`config.mk`:
```
export PLATFORM = sky130hd
export DESIGN_NAME = two_level_srt_quantum_scheduler_unit
export DESIGN_NICKNAME = d
export VERILOG_FILES = /design/src/hdl/srtq_pkg.sv /design/src/hdl/srtq_cell.sv /design/src/hdl/srtq_queue.sv /design/src/hdl/two_level_srt_quantum_scheduler_unit.sv
export SDC_FILE = /design/constraint.sdc
export NUM_CORES = 2
export LEC_CHECK = 0
export ABC_AREA = 1
export BUFFER_PORTS_ARGS = -buffer_cell sky130_fd_sc_hd__buf_2
export CAP_MARGIN = 40
export CORE_UTILIZATION = 55
export CTS_CLUSTER_SIZE = 8
export DETAILED_ROUTE_END_ITERATION = 10
export PLACE_DENSITY_LB_ADDON = 0.2
export SLEW_MARGIN = 20
export SYNTH_ARGS = -nofsm -noshare
export SYNTH_HDL_FRONTEND = slang
export SYNTH_SLANG_ARGS = --single-unit
```
`constraint.sdc`:
```
create_clock -name clk -period 7.1 [get_ports clk]
set_clock_uncertainty 0.2 [all_clocks]
set_input_delay 0.71 -clock clk [delete_from_list [all_inputs] [get_ports clk]]
set_output_delay 0.71 -clock clk [all_outputs]
set_load 0.03 [all_outputs]
```
`src/hdl/srtq_pkg.sv`:
```
// Shared types and constants for the two-level SRT quantum scheduler.
`timescale 1ns / 1ps
`default_nettype none
package srtq_pkg;

  localparam int QUEUE_DEPTH_DEF = 16;
  localparam int ID_BITS_DEF     = 8;
  localparam int SLOT_BITS_DEF   = 16;

  localparam logic [7:0] QUANTUM_RESET = 8'd8;

  // Input beat codes.
  localparam logic MODE_ARRIVE = 1'b0;
  localparam logic MODE_TICK   = 1'b1;
  localparam logic PRIO_HIGH   = 1'b0;
  localparam logic PRIO_LOW    = 1'b1;

  typedef enum logic [1:0] {
    Q_HOLD,
    Q_PUSH,
    Q_POP
  } q_op_t;

  typedef enum logic {
    ST_IDLE,
    ST_FINISH
  } sched_state_t;

  typedef struct packed {
    q_op_t op;
    logic  prev_after;
  } cell_ctrl_t;

endpackage
`default_nettype wire

```
`src/hdl/srtq_cell.sv`:
```
// One queue cell: holds one entry and trades it with its neighbors.
`timescale 1ns / 1ps
`default_nettype none
module srtq_cell
  import srtq_pkg::*;
#(
  parameter int ID_BITS   = ID_BITS_DEF,
  parameter int SLOT_BITS = SLOT_BITS_DEF
) (
  input  wire logic                 clk,
  input  wire cell_ctrl_t           ctrl,
  input  wire logic                 occupied,
  input  wire logic [SLOT_BITS-1:0] key_slots,
  input  wire logic [ID_BITS-1:0]   key_id,
  input  wire logic [SLOT_BITS-1:0] prev_slots,
  input  wire logic [ID_BITS-1:0]   prev_id,
  input  wire logic [SLOT_BITS-1:0] next_slots,
  input  wire logic [ID_BITS-1:0]   next_id,
  output logic [SLOT_BITS-1:0]      slots,
  output logic [ID_BITS-1:0]        id,
  output logic                      after
);

  // New key sorts behind this entry (ties stay in arrival order).
  assign after = occupied && (slots <= key_slots);

  always_ff @(posedge clk) begin
    case (ctrl.op)
      Q_PUSH: begin
        if (!after) begin
          if (ctrl.prev_after) begin
            slots <= key_slots;
            id    <= key_id;
          end else begin
            slots <= prev_slots;
            id    <= prev_id;
          end
        end
      end
      Q_POP: begin
        slots <= next_slots;
        id    <= next_id;
      end
      default: begin
      end
    endcase
  end

endmodule
`default_nettype wire

```
`src/hdl/srtq_queue.sv`:
```
// Sorted job queue built as a chain of cells with an occupancy count.
`timescale 1ns / 1ps
`default_nettype none
module srtq_queue
  import srtq_pkg::*;
#(
  parameter int QUEUE_DEPTH = QUEUE_DEPTH_DEF,
  parameter int ID_BITS     = ID_BITS_DEF,
  parameter int SLOT_BITS   = SLOT_BITS_DEF
) (
  input  wire logic                 clk,
  input  wire logic                 rst,
  input  wire q_op_t                op,
  input  wire logic [SLOT_BITS-1:0] key_slots,
  input  wire logic [ID_BITS-1:0]   key_id,
  output logic [SLOT_BITS-1:0]      head_slots,
  output logic [ID_BITS-1:0]        head_id,
  output logic                      empty,
  output logic                      full
);

  localparam int CNT_W = $clog2(QUEUE_DEPTH + 1);

  logic [CNT_W-1:0]     count;
  logic [SLOT_BITS-1:0] cell_slots [QUEUE_DEPTH];
  logic [ID_BITS-1:0]   cell_id    [QUEUE_DEPTH];
  logic                 cell_after [QUEUE_DEPTH];

  assign empty      = (count == '0);
  assign full       = (count == CNT_W'(QUEUE_DEPTH));
  assign head_slots = cell_slots[0];
  assign head_id    = cell_id[0];

  always_ff @(posedge clk) begin
    if (rst) begin
      count <= '0;
    end else begin
      case (op)
        Q_PUSH:  count <= count + 1'b1;
        Q_POP:   count <= count - 1'b1;
        default: count <= count;
      endcase
    end
  end

  for (genvar i = 0; i < QUEUE_DEPTH; i++) begin : g_cell
    cell_ctrl_t           ctrl;
    logic                 p_after;
    logic [SLOT_BITS-1:0] p_slots, n_slots;
    logic [ID_BITS-1:0]   p_id, n_id;

    if (i == 0) begin : g_first
      assign p_after = 1'b1;
      assign p_slots = key_slots;
      assign p_id    = key_id;
    end else begin : g_mid
      assign p_after = cell_after[i-1];
      assign p_slots = cell_slots[i-1];
      assign p_id    = cell_id[i-1];
    end

    if (i == QUEUE_DEPTH - 1) begin : g_last
      assign n_slots = cell_slots[i];
      assign n_id    = cell_id[i];
    end else begin : g_inner
      assign n_slots = cell_slots[i+1];
      assign n_id    = cell_id[i+1];
    end

    assign ctrl = '{op: op, prev_after: p_after};

    srtq_cell #(
      .ID_BITS   (ID_BITS),
      .SLOT_BITS (SLOT_BITS)
    ) u_cell (
      .clk        (clk),
      .ctrl       (ctrl),
      .occupied   (count > CNT_W'(i)),
      .key_slots  (key_slots),
      .key_id     (key_id),
      .prev_slots (p_slots),
      .prev_id    (p_id),
      .next_slots (n_slots),
      .next_id    (n_id),
      .slots      (cell_slots[i]),
      .id         (cell_id[i]),
      .after      (cell_after[i])
    );
  end

endmodule
`default_nettype wire

```
`src/hdl/two_level_srt_quantum_scheduler_unit.sv`:
```
// Top level of the two-level shortest-remaining-time quantum scheduler.
`timescale 1ns / 1ps
`default_nettype none
// Non-preemptive scheduler with a high and a low priority queue, each kept
// sorted by remaining slots (equal keys stay in arrival order). An input beat
// with mode 0 is an arrival: the job goes into the queue picked by
// job_priority, or is dropped with the sticky dropped_flag set when that queue
// is full. An arrival produces no output beat. An input beat with mode 1 is
// a tick: if the machine is idle the head of the high queue (else the low
// queue) is dispatched for min(quantum, remaining) slots; when its slot
// budget runs out the leftover work is requeued; then one report beat goes
// out and time advances. A tick dispatches in ST_IDLE at the accepting edge;
// ST_FINISH then does the completion check, requeue and report once the
// output side no longer holds an earlier report beat under stall. Each queue
// is a chain of QUEUE_DEPTH cells; a push or pop shifts the whole chain at
// once, so no clearing pass follows reset. A quantum of zero behaves as one.
// Write quantum only while the block is idle.
module two_level_srt_quantum_scheduler_unit
  import srtq_pkg::*;
#(
  parameter int QUEUE_DEPTH = QUEUE_DEPTH_DEF,
  parameter int ID_BITS     = ID_BITS_DEF,
  parameter int SLOT_BITS   = SLOT_BITS_DEF
) (
  input  wire logic        clk,
  input  wire logic        rst,
  input  wire logic        quantum_we,
  input  wire logic [7:0]  quantum_data,
  input  wire logic        in_valid,
  output logic             in_stall,
  input  wire logic        mode,
  input  wire logic [7:0]  job_id,
  input  wire logic        job_priority,
  input  wire logic [15:0] job_slots,
  output logic             out_valid,
  input  wire logic        out_stall,
  output logic [31:0]      slot_time,
  output logic             running_valid,
  output logic [7:0]       running_job,
  output logic             all_idle,
  output logic             dropped_flag
);

  sched_state_t         state, state_next;
  logic [7:0]           quantum;
  logic                 busy, busy_next;
  logic [ID_BITS-1:0]   cur_job, cur_job_next;
  logic                 cur_low, cur_low_next;
  // Work left once the current slot budget is spent.
  logic [SLOT_BITS-1:0] rem_left, rem_left_next;
  logic [31:0]          deadline, deadline_next;
  logic [31:0]          now, now_next;
  logic                 drop_seen, drop_seen_next;
  logic                 out_valid_next;
  logic [31:0]          slot_time_next;
  logic                 running_valid_next;
  logic [7:0]           running_job_next;
  logic                 all_idle_next;
  logic                 dropped_flag_next;

  q_op_t                hq_op, lq_op;
  logic [SLOT_BITS-1:0] key_slots;
  logic [ID_BITS-1:0]   key_id;
  logic [SLOT_BITS-1:0] hq_head_slots, lq_head_slots;
  logic [ID_BITS-1:0]   hq_head_id, lq_head_id;
  logic                 hq_empty, lq_empty, hq_full, lq_full;

  logic                 accept;
  logic                 pick_low;
  logic [SLOT_BITS-1:0] pick_slots;
  logic [31:0]          q_eff, rem_ext, run;
  logic                 done, requeue, requeue_full, busy_after;

  srtq_queue #(
    .QUEUE_DEPTH (QUEUE_DEPTH),
    .ID_BITS     (ID_BITS),
    .SLOT_BITS   (SLOT_BITS)
  ) u_high_q (
    .clk        (clk),
    .rst        (rst),
    .op         (hq_op),
    .key_slots  (key_slots),
    .key_id     (key_id),
    .head_slots (hq_head_slots),
    .head_id    (hq_head_id),
    .empty      (hq_empty),
    .full       (hq_full)
  );

  srtq_queue #(
    .QUEUE_DEPTH (QUEUE_DEPTH),
    .ID_BITS     (ID_BITS),
    .SLOT_BITS   (SLOT_BITS)
  ) u_low_q (
    .clk        (clk),
    .rst        (rst),
    .op         (lq_op),
    .key_slots  (key_slots),
    .key_id     (key_id),
    .head_slots (lq_head_slots),
    .head_id    (lq_head_id),
    .empty      (lq_empty),
    .full       (lq_full)
  );

  assign in_stall = (state != ST_IDLE);
  assign accept   = in_valid && !in_stall;

  // Dispatch datapath: high queue wins while it holds anything.
  assign pick_low   = hq_empty;
  assign pick_slots = pick_low ? lq_head_slots : hq_head_slots;
  assign q_eff      = (quantum == 8'd0) ? 32'd1 : 32'(quantum);
  assign rem_ext    = 32'(pick_slots);
  assign run        = (q_eff < rem_ext) ? q_eff : rem_ext;

  // Completion datapath, used in the finish cycle.
  assign done         = busy && (now == deadline);
  assign requeue      = done && (rem_left != '0);
  assign requeue_full = cur_low ? lq_full : hq_full;
  assign busy_after   = busy && !done;

  always_comb begin
    state_next         = state;
    busy_next          = busy;
    cur_job_next       = cur_job;
    cur_low_next       = cur_low;
    rem_left_next      = rem_left;
    deadline_next      = deadline;
    now_next           = now;
    drop_seen_next     = drop_seen;
    out_valid_next     = out_valid && out_stall;
    slot_time_next     = slot_time;
    running_valid_next = running_valid;
    running_job_next   = running_job;
    all_idle_next      = all_idle;
    dropped_flag_next  = dropped_flag;
    hq_op              = Q_HOLD;
    lq_op              = Q_HOLD;
    key_slots          = SLOT_BITS'(job_slots);
    key_id             = ID_BITS'(job_id);

    case (state)
      ST_IDLE: begin
        if (accept) begin
          if (mode == MODE_ARRIVE) begin
            // Arrival: insert in place, or drop on a full queue.
            if ((job_priority == PRIO_LOW) ? lq_full : hq_full) begin
              drop_seen_next = 1'b1;
            end else if (job_priority == PRIO_LOW) begin
              lq_op = Q_PUSH;
            end else begin
              hq_op = Q_PUSH;
            end
          end else begin
            if (!busy && !(hq_empty && lq_empty)) begin
              if (pick_low) begin
                lq_op = Q_POP;
              end else begin
                hq_op = Q_POP;
              end
              cur_job_next  = pick_low ? lq_head_id : hq_head_id;
              cur_low_next  = pick_low;
              busy_next     = 1'b1;
              deadline_next = now + run;
              rem_left_next = SLOT_BITS'(rem_ext - run);
            end
            state_next = ST_FINISH;
          end
        end
      end
      ST_FINISH: begin
        // Hold until the report register is free.
        if (!(out_valid && out_stall)) begin
          key_slots = rem_left;
          key_id    = cur_job;
          if (requeue) begin
            if (requeue_full) begin
              drop_seen_next = 1'b1;
            end else if (cur_low) begin
              lq_op = Q_PUSH;
            end else begin
              hq_op = Q_PUSH;
            end
          end
          busy_next          = busy_after;
          out_valid_next     = 1'b1;
          slot_time_next     = now;
          running_valid_next = busy_after;
          running_job_next   = busy_after ? 8'(cur_job) : 8'd0;
          all_idle_next      = !busy_after && hq_empty && lq_empty && !requeue;
          dropped_flag_next  = drop_seen || (requeue && requeue_full);
          now_next           = now + 32'd1;
          state_next         = ST_IDLE;
        end
      end
      default: begin
        state_next = ST_IDLE;
      end
    endcase
  end

  always_ff @(posedge clk) begin
    if (rst) begin
      state     <= ST_IDLE;
      busy      <= 1'b0;
      cur_job   <= '0;
      cur_low   <= 1'b0;
      rem_left  <= '0;
      deadline  <= '0;
      now       <= '0;
      drop_seen <= 1'b0;
      out_valid <= 1'b0;
    end else begin
      state     <= state_next;
      busy      <= busy_next;
      cur_job   <= cur_job_next;
      cur_low   <= cur_low_next;
      rem_left  <= rem_left_next;
      deadline  <= deadline_next;
      now       <= now_next;
      drop_seen <= drop_seen_next;
      out_valid <= out_valid_next;
    end
  end

  always_ff @(posedge clk) begin
    if (rst) begin
      quantum <= QUANTUM_RESET;
    end else if (quantum_we) begin
      quantum <= quantum_data;
    end
  end

  // Report payload, no reset needed.
  always_ff @(posedge clk) begin
    slot_time     <= slot_time_next;
    running_valid <= running_valid_next;
    running_job   <= running_job_next;
    all_idle      <= all_idle_next;
    dropped_flag  <= dropped_flag_next;
  end

endmodule
`default_nettype wire
```
Yosys cells after proc, flatten, opt, wreduce, memory -nomap -nowiden:

Cells that the tools add are included.
Widths: inputs -> output; s select.

* $lt $le $gt $ge: 65
* muxes and demuxes: 231
* eq/ne operators: 45
* add/sub/neg operators: 7
* bitwise logic cells: 4
* reductions and logical operators: 92

Operators with widths (count)
* $mux 16: 64
* $pmux 16 s2: 30
* $le 16x16->1: 32
* $mux 8: 64
* $pmux 8 s2: 30
* $gt 5x4->1 const B: 16
* $ne 2x2->1 const B: 36
* $reduce_and 2->1: 33
* $logic_and 1x1->1: 43
* $gt 5x3->1 const B: 8
* $add 32x1->32 const B: 1
* $add 32x16->32: 1
* $eq 32x32->1: 1
* $mux 1: 28
* $gt 5x1->1 const B: 4
* $gt 5x2->1 const B: 4
* $pmux 5 s2: 2
* $lt 8x16->1: 1
* $mux 2: 8
* $reduce_bool 16->1: 1
* $sub 16x16->16: 1
* $add 5x1->5 const B: 2
* $eq 5x5->1 const B: 2
* $logic_not 5->1: 2
* other kinds (13): 30

* word-level logic and storage cells: 525
* input port bits: 39
* output and inout port bits: 45
* flip-flop bits (word level): 922

Depth between registers and ports, before layout:

* depth after elaboration: 11
* gate-level depth with buffers: 36
* gate-level depth less buffers: 32

By module:

A second synthesis with hierarchy kept.

* cells, all modules: 8258
* area total of the unflattened synthesis: 64486.8 sq um

Modules (own cells, without submodules)
* srtq_cell: instances 32, area an instance 1701.6 sq um, cells an instance 211, seq. area each 720.7 sq um
* two_level_srt_quantum_scheduler_unit: instances 1, area an instance 8971.1 sq um, cells an instance 1336, seq. area each 3313.2 sq um
* srtq_queue: instances 2, area an instance 531.8 sq um, cells an instance 85, seq. area each 100.1 sq um

Least setup slack after synthesis:

Ideal clock, no wire load.

* path kind: input to register
* from: in out_stall
* to: reg u_low_q.g_cell[5].u_cell.id[0], enable pin
* buffers on the path: 5
* data required time: 6.462 ns
* setup time: 0.438 ns
* setup slack: 0.507 ns
* data arrival time: 5.955 ns
* cell stages on the path: 20
* cells stage by stage: nand2_1 > inv_1 > nor2_2 > buf_2 > buf_1 > mux2i_1 > clkbuf_1 > ha_1 > inv_1 > nor2_1 > nor2_1 > o21a_1 > o221ai_1 > a21oi_1 > a21o_1 > nand2_1 > inv_1 > clkbuf_1 > clkbuf_1 > o21ai_0

* word-level cells in the longest chain between the ends: 7
* elaborated cells between the ends (all ways): 12
* classes of those cells: order compare: 1; eq/ne: 3; mux: 4; reduce/logical: 4

Ends and longest elaborated chain
* start: declaration: line two_level_srt_quantum_scheduler_unit.sv:36 `input wire logic out_stall,`
* $logic_and 1x1->1 *: line two_level_srt_quantum_scheduler_unit.sv:173 `if (!(out_valid && out_stall)) begin`
* $mux 16: line two_level_srt_quantum_scheduler_unit.sv:173
* $mux 16: line two_level_srt_quantum_scheduler_unit.sv:142 `case (state)`
* $le 16x16->1: line srtq_cell.sv:25 `assign after = occupied && (slots <= key_slots);`
* $logic_and 1x1->1: line srtq_cell.sv:25
* $ne 2x2->1 (no line)
* $reduce_and 2->1 (no line) *
* end signal: assignment: line srtq_cell.sv:33 `id <= key_id;`
* end signal: assignment: line srtq_cell.sv:36 `id <= prev_id;`
* end signal: assignment: line srtq_cell.sv:42 `id <= next_id;`
* end: declaration: line srtq_cell.sv:20 `output logic [ID_BITS-1:0] id,`

Mark *: on every way between the ends. The rest lies on a longest branch, timed or not.
A chain may end at the register's enable or synchronous reset.

Worst setup path in the final report:

* from: reg u_high_q.count[0]
* to: reg deadline[30]

* word-level cells in the longest chain between the ends: 5
* elaborated cells between the ends (all ways): 9
* classes of those cells: add/sub: 1; order compare: 1; mux: 2; reduce/logical: 5

Ends and longest elaborated chain
* start: declaration: line srtq_queue.sv:24 `logic [CNT_W-1:0] count;`
* start signal: assignment: line srtq_queue.sv:39 `Q_PUSH: count <= count + 1'b1;`
* start signal: assignment: line srtq_queue.sv:40 `Q_POP: count <= count - 1'b1;`
* start signal: assignment: line srtq_queue.sv:41 `default: count <= count;`
* $logic_not 5->1 *: line srtq_queue.sv:29 `assign empty = (count == '0);`
* $mux 16 or $logic_and 1x1->1 (tied branches): line two_level_srt_quantum_scheduler_unit.sv:111, two_level_srt_quantum_scheduler_unit.sv:155
* $lt 8x16->1 or $logic_not 1->1 (tied branches): line two_level_srt_quantum_scheduler_unit.sv:114, two_level_srt_quantum_scheduler_unit.sv:155
* $mux 16 or $logic_and 1x1->1 (tied branches): line two_level_srt_quantum_scheduler_unit.sv:114, two_level_srt_quantum_scheduler_unit.sv:155
* $add 32x16->32 or $reduce_and 4->1 (tied branches)
* end signal: assignment: line two_level_srt_quantum_scheduler_unit.sv:219 `deadline <= deadline_next;`
* end: declaration: line two_level_srt_quantum_scheduler_unit.sv:51 `logic [31:0] deadline, deadline_next;`

Marked as above.

==> flow_summary_export.csv <==
group,metric,value,unit
clocking,cts.clk_slew.worst_paths,0.05,ns
logic_synthesis,synth_flop_cell,"edfxtp_1",
clocking,htree_levels,4,
setup_path,rr_startpoint,"u_high_q.count[0]$_SDFFE_PP0P_",
timing,hold_viol,0,
die,core_area,107000,um2
detailed_routing,antenna_left,0,
clocking,root_buffer,"clkbuf_16",
logic_synthesis,syn-cell-area,59300,um2
layout,nets,7529,
setup_path,worst_ep_arrival_time,6.55,ns
setup_path,cp_slowest_cell,"dfxtp_1",
timing,finalSetupViolations,0,
clocking,clock-sinks,922,
outcome,status,"complete, no violations",
timing,worst_pin_slew,0.863,ns
logic_synthesis,synth_top_area_frac,0.411,
grt,grt_pass1_wl,270,mm
power_and_ir_drop,pwr_density_cell,267,nW/um2
min_path,worstHoldStart,"out_stall",
grt,antenna_found_initial,1,
die,io_pins,84,
min_path,min_path_type,"in2reg",
die,die_w,330,um
logic_synthesis,netlist_top_cells_area,"edfxtp_1, ha_1, nand2_1",
timing,maxSlewViolCount,0,
layout,areaGrowthSynthToFinish,10.9,%
timing,fmax,163,MHz
detailed_routing,routed_wl,173,mm
grt,grtUsageTotal,0.315,
logic_synthesis,synthCells,6967,
setup_path,cp-end-kind,"flip-flop",
layout,num-fill-cells,9219,
clocking,clock_latency,0.75,ns
detailed_routing,dr_total_vias,50900,
logic_synthesis,synth-seq-cells,922,
detailed_routing,drc,0,
min_path,hold_depth,3,
grt,grt_max_degree,135,
setup_path,rr_worst_depth,31,
setup_path,rr_endpoint,"deadline[30]$_SDFFE_PP0P_",
detailed_routing,viasPerCell,6.06,
logic_synthesis,synth_cell_types,63,
die,initial_utilization,0.554,
die,die_y,330,um
placed_design,routabilityCongestion,0.922,
job,drv_cap,0,
timing,fin_crit_sh,0.862,
logic_synthesis,yosysTopAreaCell,"edfxtp_1",
clocking,cts_tree,"yes",
power_and_ir_drop,peakVddDrop,0.250,mV
placed_design,port-buffer-count,83,
grt,first_global_vias,47700,
logic_synthesis,syn_area_per_cell,8.51,um2
clocking,clock_path_buffers,3,
logic_synthesis,ys_warn_count,0,
setup_path,cp-start-kind,"flip-flop",
die,die-area,109000,um2
setup_path,crit_family,"simple AND/OR/NAND/NOR gates",
timing,rsz0062_at_grt,"false",
die,placementRows,120,
detailed_routing,drt_first_pass_iters,6,
clocking,cts_repair_resize_count,0,
placed_design,place_hpwl,124,mm
detailed_routing,routedWlPerCell,20.6,um
logic_synthesis,yosysSeqAreaShare,0.448,
setup_path,crit_top_cell,"nand2_1",
min_path,holdPathEnd,"out_valid$_SDFF_PP0_",
layout,diodes,0,
setup_path,cp_data_required_time,7.53,ns
timing,slew_headroom,0.417,
grt,overflow,0,
setup_path,regToRegSetupSlack,0.98,ns
timing,period_needed,6.12,ns
setup_path,cp.buffers_inverters,4,
power_and_ir_drop,leakagePower,26.5,nW
logic_synthesis,async_flop_share,0,
power_and_ir_drop,power,0.0176,W
setup_path,path_max_fanout,39,
layout,layout-drive-gt1-share,0.0734,
setup_path,max_stage_delay,0.47,ns
setup_path,critPathLaunch,"u_high_q.count[0]$_SDFFE_PP0P_",
clocking,cts_buffers,134,
timing,tns,0,ns
setup_path,path_class,"reg2reg",
clocking,cts_setup_buffers,0,
detailed_routing,first_iter_violations,5302,
logic_synthesis,synth_edf_count,811,
final cells by class:
type / instances / area (um2) / area share
Tap cell: 1403 / 1760 / 0.0267
Multi-Input combinational cell: 4952 / 29000 / 0.441
Timing Repair Buffer: 257 / 2130 / 0.0324
Sequential cell: 922 / 26600 / 0.404
Inverter: 664 / 2510 / 0.0381
Clock inverter: 12 / 141 / 0.00215
Clock buffer: 191 / 3660 / 0.0557
cells in the mapped netlist, drive strengths merged, types with 25 or more instances:
cell,number
nand2,1762
o21ai,955
edfxtp,811
inv,661
ha,557
clkbuf,405
a21oi,364
o211ai,336
nand3,317
nor2,203
dfxtp,111
nand4,83
nor3,70
a22o,50
o221ai,33
buf,31
xnor2,27
o21a,25
report_power, final:
group | internal, W | switching, W
Clock | 0.00358 | 0.00243
Combinational | 0.00150 | 0.00286
Sequential | 0.00679 | 0.000424
Total | 0.0119 | 0.00571
cell usage in the layout (no fill, tap or decap), types with 33 or more instances in the layout:
| cell | instances |
|---|---|
| o221ai_1 | 33 |
| buf_2 | 88 |
| clkbuf_16 | 138 |
| ha_1 | 555 |
| o21ai_0 | 899 |
| edfxtp_1 | 811 |
| dfxtp_1 | 111 |
| nand3_1 | 313 |
| nand4_1 | 82 |
| o211ai_1 | 336 |
| nand2_1 | 1751 |
| nor2_1 | 191 |
| nor3_1 | 68 |
| clkbuf_1 | 52 |
| a21oi_1 | 363 |
| a22o_1 | 50 |
| buf_4 | 133 |
| inv_1 | 651 |
tightest hold or removal path: cells and delay by family:
family,cells,cell delay [ns]
compound gates,1,0.06
simple gates,1,0.07
buf+inv,1,0.10
stage by stage:
step / util / setup slack [ns] / area (um2) / std cells / hold slack, ns
after CTS: 0.614 / 0.967 / 65600 / 8393 / 0.0288
after global routing: 0.615 / 0.469 / 65700 / 8401 / 0.0737
after detailed placement: 0.578 / 0.994 / 61800 / 8186 / 0.250
final: 0.615 / 0.978 / 65700 / 8401 / 0.0523
after global placement: 0.575 / 1.09 / 61500 / 8171 / 0.250
after floorplan: - / 0.507 / 59300 / 6974 / 0.206
registers in the layout, indices dropped and copies added (netlist names), 5 cells and up:
register                      count
cur_job                           8
u_high_q.g_cell.u_cell.id       128
rem_left                         16
u_low_q.g_cell.u_cell.id        128
u_high_q.count                    5
u_low_q.g_cell.u_cell.slots     256
running_job                       8
u_high_q.g_cell.u_cell.slots    256
now                              32
quantum                           8
slot_time                        32
u_low_q.count                     5
deadline                         32
routing by layer:
layer	part of all wire	wire length [um]	track usage
met1	0.44	75600	0.442
met2	0.45	77200	0.493
met3	0.084	14500	0.0470
met4	0.035	6060	0.119
met5	0	0	0
how the worst max path moves through the flow:
stage                                                          end  depth (start not counted)
after floorplan           u_low_q.g_cell[5].u_cell.id[0]$_DFFE_PP_                         20
after global placement                   deadline[30]$_SDFFE_PP0P_                         32
after detailed placement                 deadline[30]$_SDFFE_PP0P_                         31
after CTS                                deadline[30]$_SDFFE_PP0P_                         31
after global routing                     deadline[28]$_SDFFE_PP0P_                         29
final                                    deadline[30]$_SDFFE_PP0P_                         31
cell families (layout without fill, tap and decap cells):
family / after synthesis / in the layout / synth area share
AND/OR/NAND/NOR: 2470 / 2470 / 0.172
AO/OA/AOI/OAI: 1862 / 1862 / 0.183
buffers and inverters: 1100 / 1124 / 0.0703
flip-flops: 922 / 922 / 0.448
adder cells (fa/ha/maj): 559 / 559 / 0.118
XOR/XNOR: 49 / 49 / 0.00724
multiplexers: 4 / 4 / 0.000676
other: 1 / 8 / 0.0000633
what timing repair did:
item,CTS,global route
hold buffers,4,0
hold endpoints to repair,4,0
endpoints found under the setup margin,0,0
Note: power is estimated with default switching activity, not from simulation.
